$ cat src/sv/dfw_pkg.sv
package dfw_pkg;

   // Graph sizing
   localparam int MAX_VERTICES = 1024;
   localparam int MAX_DEGREE   = 16;
   localparam int VX_W         = $clog2(MAX_VERTICES);
   localparam int SLOT_W       = $clog2(MAX_DEGREE);
   localparam int DEG_W        = SLOT_W + 1;
   localparam int CNT_W        = VX_W + 1;
   localparam int NB_AW        = VX_W + SLOT_W;
   localparam int FUNC_W       = 2;
   localparam int EV_W         = 3;

   // Item function codes
   localparam logic [FUNC_W-1:0] FUNC_WR_DEG = 2'd0;
   localparam logic [FUNC_W-1:0] FUNC_WR_NB  = 2'd1;
   localparam logic [FUNC_W-1:0] FUNC_START  = 2'd2;
   localparam logic [FUNC_W-1:0] FUNC_STEP   = 2'd3;

   // Event codes
   localparam logic [EV_W-1:0] EV_DISCOVER = 3'd0;
   localparam logic [EV_W-1:0] EV_PRE_EDGE = 3'd1;
   localparam logic [EV_W-1:0] EV_POST_EDGE = 3'd2;
   localparam logic [EV_W-1:0] EV_FINISH   = 3'd3;
   localparam logic [EV_W-1:0] EV_DONE     = 3'd4;

   // Vertex colours
   localparam logic [1:0] COL_WHITE = 2'd0;
   localparam logic [1:0] COL_GRAY  = 2'd1;
   localparam logic [1:0] COL_BLACK = 2'd2;

   typedef struct packed {
      logic [FUNC_W-1:0] func;
      logic [VX_W-1:0]   vertex;
      logic [SLOT_W-1:0] slot;
      logic [DEG_W-1:0]  degree;
      logic [VX_W-1:0]   neighbor;
   } cmd_type;

   typedef struct packed {
      logic [VX_W-1:0]  v;
      logic [DEG_W-1:0] k;
   } frame_type;

endpackage

$ cat src/sv/dfw_req_if.sv
interface dfw_req_if;
   logic                             valid;
   logic                             ready;
   logic [dfw_pkg::FUNC_W-1:0]       func;
   logic [dfw_pkg::VX_W-1:0]         vertex;
   logic [dfw_pkg::SLOT_W-1:0]       slot;
   logic [dfw_pkg::DEG_W-1:0]        degree;
   logic [dfw_pkg::VX_W-1:0]         neighbor;

   modport source (output valid, func, vertex, slot, degree, neighbor, input ready);
   modport sink (input valid, func, vertex, slot, degree, neighbor, output ready);
endinterface

$ cat src/sv/dfw_front.sv
module dfw_front (
   input  logic             clock,
   input  logic             reset,
   dfw_req_if.sink          req_ch,
   output logic             cmd_valid,
   input  logic             cmd_ready,
   output dfw_pkg::cmd_type cmd
);

   dfw_pkg::cmd_type q_ff [2];
   logic             wr_ptr_ff, wr_ptr_in;
   logic             rd_ptr_ff, rd_ptr_in;
   logic [1:0]       cnt_ff, cnt_in;
   logic             push, pop;
   dfw_pkg::cmd_type item;

   // Pass the incoming item through and clip its degree
   always_comb begin
      item.func     = req_ch.func;
      item.vertex   = req_ch.vertex;
      item.slot     = req_ch.slot;
      item.neighbor = req_ch.neighbor;
      if (req_ch.degree > dfw_pkg::DEG_W'(dfw_pkg::MAX_DEGREE)) begin
         item.degree = dfw_pkg::DEG_W'(dfw_pkg::MAX_DEGREE);
      end else begin
         item.degree = req_ch.degree;
      end
   end

   assign req_ch.ready = (cnt_ff != 2'd2);
   assign push         = req_ch.valid && req_ch.ready;
   assign cmd_valid    = (cnt_ff != 2'd0);
   assign pop          = cmd_valid && cmd_ready;
   assign cmd          = q_ff[rd_ptr_ff];

   // Advance queue pointers
   always_comb begin
      wr_ptr_in = wr_ptr_ff ^ push;
      rd_ptr_in = rd_ptr_ff ^ pop;
      cnt_in    = cnt_ff + {1'b0, push} - {1'b0, pop};
   end

   always_ff @(posedge clock) begin
      if (reset) begin
         wr_ptr_ff <= 1'b0;
         rd_ptr_ff <= 1'b0;
         cnt_ff    <= 2'd0;
      end else begin
         wr_ptr_ff <= wr_ptr_in;
         rd_ptr_ff <= rd_ptr_in;
         cnt_ff    <= cnt_in;
      end
   end

   // Hold queued items
   always_ff @(posedge clock) begin
      if (push) begin
         q_ff[wr_ptr_ff] <= item;
      end
   end

endmodule

$ cat src/flat_wrapper.sv
// flat-port wrapper written by rule: the top's interface ports become plain ports
module dfw_front_flat 
  (clock, reset, cmd_valid, cmd_ready, cmd, req_ch_valid, req_ch_func, req_ch_vertex, req_ch_slot, req_ch_degree, req_ch_neighbor, req_ch_ready);
  dfw_req_if req_ch_i ();
  input  logic clock;
  input  logic reset;
  output logic cmd_valid;
  input  logic cmd_ready;
  output dfw_pkg::cmd_type cmd;
  input wire logic [$bits(req_ch_i.valid)-1:0] req_ch_valid;
  input wire logic [$bits(req_ch_i.func)-1:0] req_ch_func;
  input wire logic [$bits(req_ch_i.vertex)-1:0] req_ch_vertex;
  input wire logic [$bits(req_ch_i.slot)-1:0] req_ch_slot;
  input wire logic [$bits(req_ch_i.degree)-1:0] req_ch_degree;
  input wire logic [$bits(req_ch_i.neighbor)-1:0] req_ch_neighbor;
  output wire logic [$bits(req_ch_i.ready)-1:0] req_ch_ready;
  assign req_ch_i.valid = req_ch_valid;
  assign req_ch_i.func = req_ch_func;
  assign req_ch_i.vertex = req_ch_vertex;
  assign req_ch_i.slot = req_ch_slot;
  assign req_ch_i.degree = req_ch_degree;
  assign req_ch_i.neighbor = req_ch_neighbor;
  assign req_ch_ready = req_ch_i.ready;
  dfw_front u_core (.clock(clock), .reset(reset), .req_ch(req_ch_i), .cmd_valid(cmd_valid), .cmd_ready(cmd_ready), .cmd(cmd));
endmodule
$ cat config.mk
export PLATFORM = sky130hd
export DESIGN_NAME = dfw_front_flat
export DESIGN_NICKNAME = d
export VERILOG_FILES = /design/src/sv/dfw_pkg.sv /design/src/sv/dfw_req_if.sv /design/src/sv/dfw_front.sv /design/src/flat_wrapper.sv
export SDC_FILE = /design/constraint.sdc
export NUM_CORES = 1
export LEC_CHECK = 0
export ABC_AREA = 1
export BUFFER_PORTS_ARGS = -buffer_cell sky130_fd_sc_hd__buf_2
export CELL_PAD_IN_SITES_DETAIL_PLACEMENT = 0
export CELL_PAD_IN_SITES_GLOBAL_PLACEMENT = 1
export CORE_UTILIZATION = 47
export DETAILED_ROUTE_END_ITERATION = 10
export GPL_ROUTABILITY_DRIVEN = 0
export PLACE_DENSITY = 0.83
export SETUP_SLACK_MARGIN = 0.4
export SYNTH_ARGS = -nofsm -noshare
export SYNTH_HDL_FRONTEND = slang
export SYNTH_SLANG_ARGS = --single-unit
$ cat constraint.sdc
create_clock -name clock -period 3.04 [get_ports clock]
set_input_delay 0.76 -clock clock [delete_from_list [all_inputs] [get_ports clock]]
set_output_delay 0.76 -clock clock [all_outputs]
set_load 0.03 [all_outputs]
After elaboration in Yosys (flattened, before gate mapping) --
Memory sizes are Yosys's and may differ from the RTL's. A register that Yosys moved wholly into a read port is not among the register bits. Index checks and enable logic that the tools add are counted. W data, S select, Z words.
Cells by class: $lt $le $gt $ge 1, multiply operators 0, shifts and indexed selects 0, reductions and logical operators 3, eq/ne operators 1, multiplexer cells 4, add/sub/neg operators 2, div/mod/pow operators 0, bitwise gates (word level) 2
Operators with widths (number):
- $gt A5 B5 Y1 const B | 1
- $mux W5 | 1
- $mux W1 | 3
- $add A2 B1 Y2 | 1
- $logic_and A1 B1 Y1 | 2
- $ne A2 B2 Y1 const B | 1
- $reduce_bool A2 Y1 | 1
- $sub A2 B1 Y2 | 1
- $xor A1 B1 Y1 | 2
Storage, ports and cells: bits in latches 0, memories kept 1, output and inout bits 33, input port bits 35, memory bits (writable) 62, memory bits (read-only) 0, bits in registers 4
Memory list:
- u_core.q_ff | depth 2, bits a word 31, read ports 1, clocked after Yosys merged registers in 1, wr ports 1, line dfw_front.sv:10 | dfw_pkg::cmd_type q_ff [2];

Depth between registers and ports, before layout --
Gate-level depths: netlist (run 1).
word-level depth 4, depth in mapped cells 10, depth with buffers taken out 10

Worst setup path before layout (run 1) --
Ideal clock, no wire load.
path kind input-to-reg, start in req_ch_valid, end mem u_core.q_ff[1][0] (netlist name), enable pin, path slack 724 ps, arrival time 1925 ps, buffers on the path 0, stages on the path 2, library setup time 391 ps, path through a21boi_0 -> ha_1
Between the ends: cells in the longest elaborated chain, start to end 3
RTL lines:
- from (decl) | line flat_wrapper.sv:10 | input wire logic [$bits(req_ch_i.valid)-1:0] req_ch_valid;
- $logic_and A1 B1 Y1 | line dfw_front.sv:31 | assign push = req_ch.valid && req_ch.ready;
- $mux W1 | line dfw_front.sv:57 | if (push) begin
- $mux W1 (not written as such) | line dfw_front.sv:58 | q_ff[wr_ptr_ff] <= item;
- to (decl) | line dfw_front.sv:10
No other way between the ends.

==> results of run 1 <==
## cell families after synthesis
logic type,count (synthesis),share of synthesized area
flops,66,0.728
fa+ha+maj,4,0.0188
compound gates,6,0.0141
mux,31,0.170
buf+inv,16,0.0436
simple gates,17,0.0253
## stage by stage
step | hold WS, ns | setup WS (ns) | utilization | total power, mW | area (um^2)
after floorplan | 0.532 | 0.724 | - | 2.00 | 2670
after global placement | 0.541 | 0.794 | 0.558 | 2.17 | 3050
after detailed placement | 0.571 | 0.732 | 0.558 | 2.19 | 3050
after CTS | 0.589 | 0.663 | 0.592 | 2.88 | 3240
after global routing | 0.588 | 0.630 | 0.592 | 2.98 | 3240
final | 0.584 | 0.697 | 0.592 | 2.84 | 3240
## how the worst max path moves through the flow
stage | startpoint | to | slack (ns) | cells past startpoint
after floorplan | req_ch_valid | u_core.q_ff[1][0]$_DFFE_PP_ | 0.72 | 2
after global placement | req_ch_valid | u_core.q_ff[1][4]$_DFFE_PP_ | 0.79 | 4
after detailed placement | req_ch_valid | u_core.q_ff[1][4]$_DFFE_PP_ | 0.73 | 4
after CTS | u_core.rd_ptr_ff$_SDFF_PP0_ | cmd[28] | 0.66 | 3
after global routing | u_core.rd_ptr_ff$_SDFF_PP0_ | cmd[27] | 0.63 | 3
final | u_core.rd_ptr_ff$_SDFF_PP0_ | cmd[28] | 0.70 | 3
## flip-flops by register name, summed over array words and instances (netlist names)
register,count
u_core.rd_ptr_ff,1
u_core.cnt_ff,2
u_core.wr_ptr_ff,1
u_core.q_ff,62
## layer usage
layer  up-vias  track usage
met1       665        0.152
met2        44        0.255
met4         0       0.0981
met5         -            0
met3         6       0.0624
li1        668            -
## worst max-delay path, cell delays in order (launching register included)
cell and delay, ns:
dfxtp_2 0.46, buf_12 0.26, mux2_2 0.36, buf_2 0.17
## Yosys cell counts (all sizes together)
library cell,number
mux2,31
inv,11
edfxtp,62
a21boi,3
a21oi,3
dfxtp,4
nand3,3
nand2,6
clkbuf,1
buf,4
nor2,8
ha,4
## area by class of cell
| class | count | area, um^2 | area share |
|---|---|---|---|
| clock inverters | 7 | 60.1 | 0.0185 |
| clock buffers | 9 | 124 | 0.0383 |
| inverters | 11 | 41.3 | 0.0128 |
| well taps | 72 | 90.1 | 0.0278 |
| repair buffers | 70 | 370 | 0.114 |
| multi-input cells | 58 | 609 | 0.188 |
| flip-flops and latches | 66 | 1940 | 0.600 |
## placed cells by master (no fill, tap or decap), drive strengths merged
master	instances
a21boi	3
a21oi	3
buf	70
bufinv	1
clkbuf	9
clkinv	5
clkinvlp	1
dfxtp	4
edfxtp	62
ha	4
inv	11
mux2	31
nand2	6
nand3	3
nor2	8
## power by group through the flow
| stage | Clock [mW] | Combinational [mW] | Sequential (mW) |
|---|---|---|---|
| 6_report | 0.675 | 0.935 | 1.23 |
| 2_1_floorplan | 0 | 0.775 | 1.22 |
| 4_1_cts | 0.701 | 0.949 | 1.23 |
| 5_1_grt | 0.736 | 1.00 | 1.24 |
| 3_3_place_gp | 0 | 0.934 | 1.24 |
| 3_5_place_dp | 0 | 0.947 | 1.25 |
==> qor_table.md, run 1 <==
| Parameter | Reported |
| --- | --- |
| Layout cell share with drive strength beyond 1 | 0.525 |
| Number of buffers added by the clock tree synthesis step | 9 |
| Synthesized area per cell | 19.1 um^2 |
| Clock tree buffer depth | 2 |
| Total routed wirelength | 4060 um |
| Hold violation count in the final report | 0 |
| Largest cells by area after synthesis | edfxtp_1 (70%), mux2_4 (16%), dfxtp_1 (3.0%) |
| Overall routing resource usage | 0.151 |
| Number of antenna-violating nets in the routed design | 0 |
| Wire length of the first global-routing pass | 6340 um |
| Maximum number of pins on one net before global-route repair | 28 |
| Fmax | 427 MHz |
| Post-layout min period | 2.34 ns |
| Final Instance Count excl. Fillers | 293 |
| Share of the yosys chip area belonging to registers | 0.728 |
| Sequential group share of total power | 0.432 |
| Via count | 1383 |
| Detailed-route vias per instance | 4.72 |
| Initial core utilization | 0.487 |
| Total die area | 5980 um^2 |
| Share of total power in combinational logic | 0.330 |
| FF-to-FF setup slack | 1.22 ns |
| DRC violations left | 0 |
| Total met3 wirelength after detailed routing | 248 um |
| CP Capture Type | output pin |
| Initial antenna violation count | 0 |
| Max_cap viols | 0 |
| CTS H-tree depth | 3 |
| Final worst path period share | 0.771 |
| Number of failing setup endpoints in the final timing report | 0 |
| Clk_lat worst skew | 0.33 ns |
| Number of warnings printed during yosys synthesis | 0 |
| Largest fanout on the critical path | 27 |
| Reg2reg path depth | 4 |
| Top routing layer used | met4 |
| Total negative slack for setup checks | 0 ns |
| Worst r2r dst | u_core.q_ff[0][15]$_DFFE_PP_ |
| Cts-stage hold buffer count | 0 |
| Syn Inst Count | 140 |
| Grt total ovfl | 0 |
| Total internal power | 1.91 mW |
| Io pins | 68 |
| Final Skew | 0.00606 ns |
| Unrepaired setup endpoints after global routing | false |
| Die Height | 77.3 um |
| HP Class | reg -> reg |
| Post-DP HPWL | 2770 um |
| Dominant cell type by area after synthesis | edfxtp_1 |
| Cell at the root of the clock tree | clkbuf_8 |
| Worst hold endpoint | u_core.wr_ptr_ff$_SDFF_PP0_ |
| Routed metal-1 wire length | 1560 um |
| Top cell type's share of synthesized area | 0.698 |
| Horiz. Die Dim | 77.3 um |
| Count of cells resized by post-cts repair | 0 |
| Worst min-delay path startpoint | u_core.wr_ptr_ff$_SDFF_PP0_ |
| Switching power share of the total | 0.328 |
| Transition time of the tightest slew-check pin | 0.376 ns |
| Routed length on met2 | 2180 um |
| Static leakage power | 1.33 nW |
| Per-cell routed wire length | 13.9 um |
| Placed cells | 277 |
| Fill cell instance count of the final layout | 445 |
| Relative contribution of the clock network to total power | 0.238 |
| Core Footprint | 5470 um^2 |
| Detailed router's first-iteration violation count | 52 |
| Buffers added on ports | 67 |
| Number of flip-flops and latches in the synthesized netlist | 66 |
| Power per cell area | 876 nW/um^2 |
| # nets final | 255 |
| DR pass1 iterations | 4 |
| Slew headroom | 0.747 |
| Crit path kind | reg -> out |
| Standard-cell rows | 27 |
| Total number of clock tree sinks | 66 |
| Synthesized area | 2670 um^2 |
| Result of the run | finished, final reports clean |
| Setup bufs post-CTS | 0 |
| Startpoint Class | flop |
| Req. time, crit path | 2.28 ns |
| Synth unique cells | 14 |
| Area growth from synthesis to layout | 21.4% |
| Launching point of the worst reg2reg path | u_core.cnt_ff[0]$_SDFF_PP0_ |
| Largest voltage drop on the vdd net | 0.484 mV |
| Number of diodes | 0 |
| Sw Pwr | 0.929 mW |
| Arrival time at the worst endpoint | 1.58 ns |
| Clock transition at path regs | 0.07 ns |
| CTS tree | built |
| Number of cells on the worst hold path | 3 |
| Via count of the first global-routing pass | 1400 |
| Fin. max-slew vios | 0 |
| Number of nets produced by synthesis | 179 |
Power figures use the tool's default switching activity.
==> run 2, diff against run 1 <==
--- a/config.mk
+++ b/config.mk
@@ -5,14 +5,14 @@
 export SDC_FILE = /design/constraint.sdc
 export NUM_CORES = 1
 export LEC_CHECK = 0
-export ABC_AREA = 1
+export ABC_AREA = 0
 export BUFFER_PORTS_ARGS = -buffer_cell sky130_fd_sc_hd__buf_2
 export CELL_PAD_IN_SITES_DETAIL_PLACEMENT = 0
 export CELL_PAD_IN_SITES_GLOBAL_PLACEMENT = 1
-export CORE_UTILIZATION = 47
+export CORE_UTILIZATION = 44
 export DETAILED_ROUTE_END_ITERATION = 10
 export GPL_ROUTABILITY_DRIVEN = 0
-export PLACE_DENSITY = 0.83
+export PLACE_DENSITY = 0.78
 export SETUP_SLACK_MARGIN = 0.4
 export SYNTH_ARGS = -nofsm -noshare
 export SYNTH_HDL_FRONTEND = slang
==> constraint.sdc (replaced) <==
create_clock -name clock -period 2.41 [get_ports clock]
set_input_delay 0.6025 -clock clock [delete_from_list [all_inputs] [get_ports clock]]
set_output_delay 0.6025 -clock clock [all_outputs]
set_load 0.03 [all_outputs]
==> run 2 against run 1 <==
Effect of this change:
- via count is 5.9% lower
- combinational power up 39%
- clock power rose by 23%
- sequential cell count did not move
- register-to-register slack worse by 0.25 ns
- clock skew grew 0.0012 ns
==> qor_table.md, run 2 <==
| Parameter | Reported |
| --- | --- |
| Most repeated cell in the gate-level netlist after synthesis | edfxtp_1 |
| Cell at the root of the clock tree | clkbuf_8 |
| Unrepaired setup endpoints after global routing | true |
| CTS H-tree depth | 3 |
| Power, Total | 3.66 mW |
| Synthesized area | 2630 um^2 |
| Largest fanout on the critical path | 20 |
| HP Class | in -> reg |
| Maximum cell stage delay along the critical path | 0.37 ns |
| Clock transition at path regs | 0.07 ns |
| Commonest cells in the netlist | edfxtp_1 (62), mux2_4 (30), nor2b_1 (6) |
| Hold violation count in the final report | 0 |
| Syn Inst Count | 124 |
| Worst Hold Slack | 0.465 ns |
| Number of nets produced by synthesis | 163 |
| Largest voltage drop on the vdd net | 0.612 mV |
| Number of flip-flops and latches in the synthesized netlist | 66 |
| Asr flop ratio synth | 0 |
| Final Instance Count excl. Fillers | 281 |
| Post-layout min period | 1.99 ns |
| Per-cell routed wire length | 14.2 um |
| Layout cell share with drive strength beyond 1 | 0.579 |
| Crit-path leading delay family | buffers and inverters |
| DR pass1 iterations | 4 |
| Power per cell area | 1130 nW/um^2 |
| Static leakage power | 1.32 nW |
| Post-synth EDFFs | 62 |
| Total internal power | 2.50 mW |
| Number of antenna-violating nets in the routed design | 0 |
| Top cell type's share of synthesized area | 0.708 |
| Cell-by-cell listing of the critical path | buf_12, mux2_4, buf_2 |
| Critical-path top delay cell | dfxtp_4 |
| Die Height | 79.3 um |
| Sw Pwr | 1.16 mW |
| Largest cells by area after synthesis | edfxtp_1 (71%), mux2_4 (17%), dfxtp_1 (3.0%) |
| CP Capture Type | output pin |
| Synth unique cells | 16 |
| Clock tree buffer depth | 2 |
| Register bank with the most flops | u_core.q_ff |
| Sequential group share of total power | 0.421 |
| Grt total ovfl | 0 |
| Relative contribution of the clock network to total power | 0.226 |
| Placed cells | 263 |
| CTS tree | built |
| Buffers added on ports | 67 |
| Max_cap viols | 0 |
| Final worst path period share | 0.825 |
| Detailed-route vias per instance | 4.63 |
| Number of buffers added by the clock tree synthesis step | 9 |
| Via count | 1302 |
| Placement-stage cell area | 3050 um^2 |
| Final cell area excluding filler cells | 3250 um^2 |
| Standard-cell rows | 27 |
| Most instantiated flip-flop cell in the synthesis netlist | edfxtp_1 |
| Number of diodes | 0 |
| Total negative slack for setup checks | 0 ns |
| Horiz. Die Dim | 79.3 um |
| Buffers plus inverters on the worst setup path | 2 |
| # nets final | 244 |
| Wire length of the first global-routing pass | 6200 um |
| Transition time of the tightest slew-check pin | 0.220 ns |
| Io pins | 68 |
| Crit path kind | reg -> out |
| Area growth from synthesis to layout | 23.5% |
| Largest registers in the final layout | u_core.q_ff: 62 flops, u_core.cnt_ff: 2 flops |
| Total die area | 6290 um^2 |
| Dominant cell type by area after synthesis | edfxtp_1 |
| Arrival time at the worst endpoint | 1.39 ns |
| Detailed router's first-iteration violation count | 37 |
| Slew headroom | 0.853 |
| Number of warnings printed during yosys synthesis | 0 |
| Core occupancy in the finished layout | 0.576 |
| Via count of the first global-routing pass | 1355 |
| DRC violations left | 0 |
| Most frequent cells in the layout | buf_2 (67), edfxtp_1 (62), mux2_4 (30), clkbuf_8 (9), buf_4 (7) |
| Req. time, crit path | 1.81 ns |
| Number of failing setup endpoints in the final timing report | 0 |
| Initial core utilization | 0.466 |
| Overall routing resource usage | 0.138 |
| Result of the run | finished, final reports clean |
| Max reg flops | 62 |
| Synthesized area per cell | 21.2 um^2 |
| Final WS setup | 0.422 ns |
| Most common library cell in the layout ignoring fill and taps | buf_2 |
| Fmax | 503 MHz |
| Clk_lat worst skew | 0.32 ns |
| Initial antenna violation count | 0 |
| Startpoint Class | flop |
| Total routed wirelength | 3990 um |
| Share of the yosys chip area belonging to registers | 0.738 |
| Total number of clock tree sinks | 66 |
| Final Skew | 0.00724 ns |
| Pre-CTS worst setup slack | 0.459 ns |
| Switching power share of the total | 0.318 |
| Maximum number of pins on one net before global-route repair | 21 |
| Share of total power in combinational logic | 0.354 |
| Core Footprint | 5640 um^2 |
| Fin. max-slew vios | 0 |
## run 2: changes by cell type in the layout (fill, tap and decap cells not counted), sizes merged, moves of 2 or more
cell	change
clkinv	-2
nor2b	+6
nand3	-3
clkbuf	+2
nand2	-6
inv	-8
a21boi	-3
buf	+5
a21oi	-3
nor2	-5
## run 2: kinds of logic after synthesis
| family | after synthesis | share of synthesized area |
|---|---|---|
| AOI/OAI and AO/OA | 1 | 0.00285 |
| xor gates and xnor gates | 1 | 0.00856 |
| adders and majority gates | 4 | 0.0190 |
| buffers and inverters | 8 | 0.0262 |
| DFF | 66 | 0.738 |
| muxes | 32 | 0.180 |
| and+or+nand+nor | 12 | 0.0257 |
## run 2: power by group through the flow
stage | logic [mW] | registers (mW) | clock network (mW)
global route | 1.38 | 1.56 | 0.891
finish | 1.30 | 1.54 | 0.827
floorplan | 1.03 | 1.54 | 0
CTS | 1.32 | 1.54 | 0.850
detailed placement | 1.26 | 1.59 | 0
global placement | 1.22 | 1.58 | 0
## run 2: routing by layer
layer / vias to the layer above / GRT usage / share of wire
met5: - / 0 / 0
met4: 0 / 0.0709 / 0.018
met3: 7 / 0.0517 / 0.051
met2: 37 / 0.239 / 0.53
met1: 629 / 0.145 / 0.40
li1: 629 / - / -
## run 2: worst paths after layout
kind / depth (start not counted) / endpoint / slack (ns) / startpoint
min: 1 / u_core.q_ff[0][17]$_DFFE_PP_ / 0.47 / req_ch_slot[2]
max: 3 / cmd[5] / 0.42 / u_core.rd_ptr_ff$_SDFF_PP0_
max reg2reg: 4 / u_core.q_ff[1][28]$_DFFE_PP_ / 0.97 / u_core.cnt_ff[0]$_SDFF_PP0_
min reg2reg: 3 / u_core.wr_ptr_ff$_SDFF_PP0_ / 0.56 / u_core.wr_ptr_ff$_SDFF_PP0_
## run 2: area by class of cell
cell class / count / area (um^2)
flip-flops and latches: 66 / 1950
repair buffers: 75 / 408
fillers: 433 / 2390
clock buffers: 11 / 131
inverters: 3 / 11.3
multi-input cells: 50 / 621
well taps: 72 / 90.1
clock inverters: 4 / 43.8
## run 2: what timing repair did
item / 4_1_cts / 5_1_grt
setup buffers: 3 / 0
resized for setup: 1 / 0
endpoints found under the hold margin: 0 / 0
hold buffers: 0 / 0
setup endpoints to repair: 31 / 25
## run 2: worst register-to-register path, delay by kind of cell, from the launching register on
family | cells | cell delay (ns)
adders and majority gates | 1 | 0.18
buffers and inverters | 1 | 0.25
DFF | 1 | 0.36
and+or+nand+nor | 2 | 0.33
==> run 3, diff against run 2 <==
==> constraint.sdc (replaced) <==
create_clock -name clock -period 1.85 [get_ports clock]
set_input_delay 0.4625 -clock clock [delete_from_list [all_inputs] [get_ports clock]]
set_output_delay 0.4625 -clock clock [all_outputs]
set_load 0.03 [all_outputs]
==> run 3 against run 2 <==
Effect of this change:
- the flow now finishes with violations (negative setup slack)
- first-iteration DRC count is 49% higher
- wire length is 19% higher
- register-to-register slack worse by 0.60 ns
- die area stayed put
- final area is 12% higher
- critical path depth is 1 higher
- clock skew is 0.00058 ns higher
- via count is 4.7% higher
- global-route usage is 3.3 points higher
- power is 46% higher
- highest routed layer unchanged
==> qor_table.md, run 3 (same netlist as run 2, synthesis figures left out) <==
| Parameter | Reported |
| --- | --- |
| Result of the run | complete, but fails checks |
| Failing checks | negative setup slack |
| Most used cell along the critical path | buf_6 |
| Met3 capacity usage during global routing | 0.0471 |
| Hold violation count in the final report | 0 |
| Max reg flops | 62 |
| Grt total ovfl | 0 |
| Clock transition at path regs | 0.06 ns |
| Initial antenna violation count | 0 |
| Horiz. Die Dim | 79.3 um |
| Fin. max-slew vios | 0 |
| Grt met1 use | 0.181 |
| Final WS setup | -0.0144 ns |
| Detailed router's first-iteration violation count | 55 |
| Buffers added on ports | 67 |
| Register bank with the most flops | u_core.q_ff |
| Most frequent cells in the layout | edfxtp_1 (62), buf_6 (35), buf_2 (34), mux2_4 (32), clkbuf_8 (9) |
| Worst r2r dst | u_core.cnt_ff[1]$_SDFF_PP0_ |
| Clock tree buffer depth | 2 |
| Largest voltage drop on the vdd net | 0.854 mV |
| Detailed-route vias per instance | 4.73 |
| Final Skew | 0.00782 ns |
| Maximum number of pins on one net before global-route repair | 17 |
| Worst Hold Slack | 0.326 ns |
| Via count | 1363 |
| Layout cell share with drive strength beyond 1 | 0.611 |
| Number of failing setup endpoints in the final timing report | 22 |
| Transition time of the tightest slew-check pin | 0.245 ns |
| Total number of clock tree sinks | 66 |
| DRC violations left | 0 |
| Final cell area excluding filler cells | 3650 um^2 |
| FF-to-FF setup slack | 0.37 ns |
| Per-cell routed wire length | 16.6 um |
| Largest fanout on the critical path | 8 |
| Die Height | 79.3 um |
| Most common library cell in the layout ignoring fill and taps | edfxtp_1 |
| Number of diodes | 0 |
| Pre-CTS worst setup slack | 0.272 ns |
| Slew headroom | 0.836 |
| Crit path kind | reg -> out |
| Total routed wirelength | 4770 um |
| Cell at the root of the clock tree | clkbuf_8 |
| Placement-stage cell area | 3070 um^2 |
| Cts-stage hold buffer count | 0 |
| Setup crit start | u_core.rd_ptr_ff$_SDFF_PP0_ |
| Number of antenna-violating nets in the routed design | 0 |
| Max_cap viols | 0 |
| Number of buffers added by the clock tree synthesis step | 9 |
| Reg2reg path depth | 6 |
| Largest registers in the final layout | u_core.q_ff: 62 flops, u_core.cnt_ff: 2 flops |
| Unrepaired setup endpoints after global routing | true |
| Wire length of the first global-routing pass | 7510 um |
| Overall routing resource usage | 0.171 |
| Area growth from synthesis to layout | 38.8% |
| Launching point of the worst reg2reg path | u_core.cnt_ff[1]$_SDFF_PP0_ |
| CTS tree | built |
| Fmax | 536 MHz |
| Crit-path leading delay family | flip-flops |
| Power per cell area | 1470 nW/um^2 |
| Initial core utilization | 0.466 |
| Total die area | 6290 um^2 |
| Static leakage power | 1.45 nW |
| Global routing met2 resource utilization | 0.303 |
| Capturing instance or port of the critical path | cmd[16] |
| Cell-by-cell listing of the critical path | buf_6, buf_12, mux2_4, buf_6 |
| Via count of the first global-routing pass | 1503 |
| Maximum cell stage delay along the critical path | 0.40 ns |
| Final worst path period share | 1.01 |
| CP Capture Type | output pin |
| Final Instance Count excl. Fillers | 288 |
| Post-DP HPWL | 2970 um |
| DR pass1 iterations | 4 |
| Buffers plus inverters on the worst setup path | 3 |
| Io pins | 68 |
| # nets final | 250 |
| CTS H-tree depth | 3 |
| Critical path depth | 4 |
| Placed cells | 260 |
| Post-layout min period | 1.86 ns |
| Req. time, crit path | 1.39 ns |
| Critical-path top delay cell | dfxtp_4 |
| HP Class | in -> reg |
| Clk_lat worst skew | 0.32 ns |
| Startpoint Class | flop |
| Core Footprint | 5640 um^2 |
| GRT busiest layer | met2 |
| Standard-cell rows | 27 |
| Arrival time at the worst endpoint | 1.40 ns |
## run 3: cell count changes in the layout (fill, tap and decap cells not counted), moves of 3 or more
cell / delta
buf_4: -4
buf_6: +35
ha_4: +3
clkbuf_1: +3
ha_1: -3
buf_12: +4
buf_2: -33
## run 3: through the flow
stage | util | TNS, ns | power, mW
6_report | 0.647 | -0.209 | 5.36
5_1_grt | 0.647 | -1.35 | 5.59
4_1_cts | 0.642 | -0.695 | 5.36
3_5_place_dp | 0.545 | 0 | 3.78
3_3_place_gp | 0.545 | 0 | 3.72
2_1_floorplan | - | 0 | 3.39
## run 3: area by class of cell
type / count / area [um^2]
clock buffer: 14 / 143
timing repair buffer: 81 / 772
sequential: 66 / 1950
tap: 72 / 90.1
fill: 404 / 1990
inverter: 3 / 11.3
clock inverter: 2 / 7.51
multi-input combinational: 50 / 677
## run 3: what timing repair did
item | CTS | global route
endpoints found under the setup margin | 96 | 34
gates resized for setup | 75 | 5
setup buffers | 9 | 1
cloned | 2 | 0
pin swaps | 4 | 3
endpoints found under the hold margin | 0 | 0
## run 3: where the power goes
part           switching, mW  internal, mW  total, mW
Clock                  0.468         0.480      0.948
Combinational           1.12          1.26       2.38
Sequential             0.101          1.93       2.03
Total                   1.68          3.67       5.36
## run 3: worst min path at each step
stage,start,endpoint,slack (ns),depth (start not counted)
6_report,req_ch_vertex[3],u_core.q_ff[1][22]$_DFFE_PP_,0.33,1
3_3_place_gp,u_core.wr_ptr_ff$_SDFF_PP0_,u_core.wr_ptr_ff$_SDFF_PP0_,0.60,3
3_5_place_dp,u_core.wr_ptr_ff$_SDFF_PP0_,u_core.wr_ptr_ff$_SDFF_PP0_,0.63,3
2_1_floorplan,reset,u_core.wr_ptr_ff$_SDFF_PP0_,0.53,1
5_1_grt,req_ch_vertex[9],u_core.q_ff[1][28]$_DFFE_PP_,0.30,1
4_1_cts,req_ch_vertex[3],u_core.q_ff[1][22]$_DFFE_PP_,0.30,1
## run 3: per-layer routing
metal	wire [um]	vias up
met4	95	0
met5	0	-
met1	1760	669
li1	-	645
met3	211	9
met2	2700	40
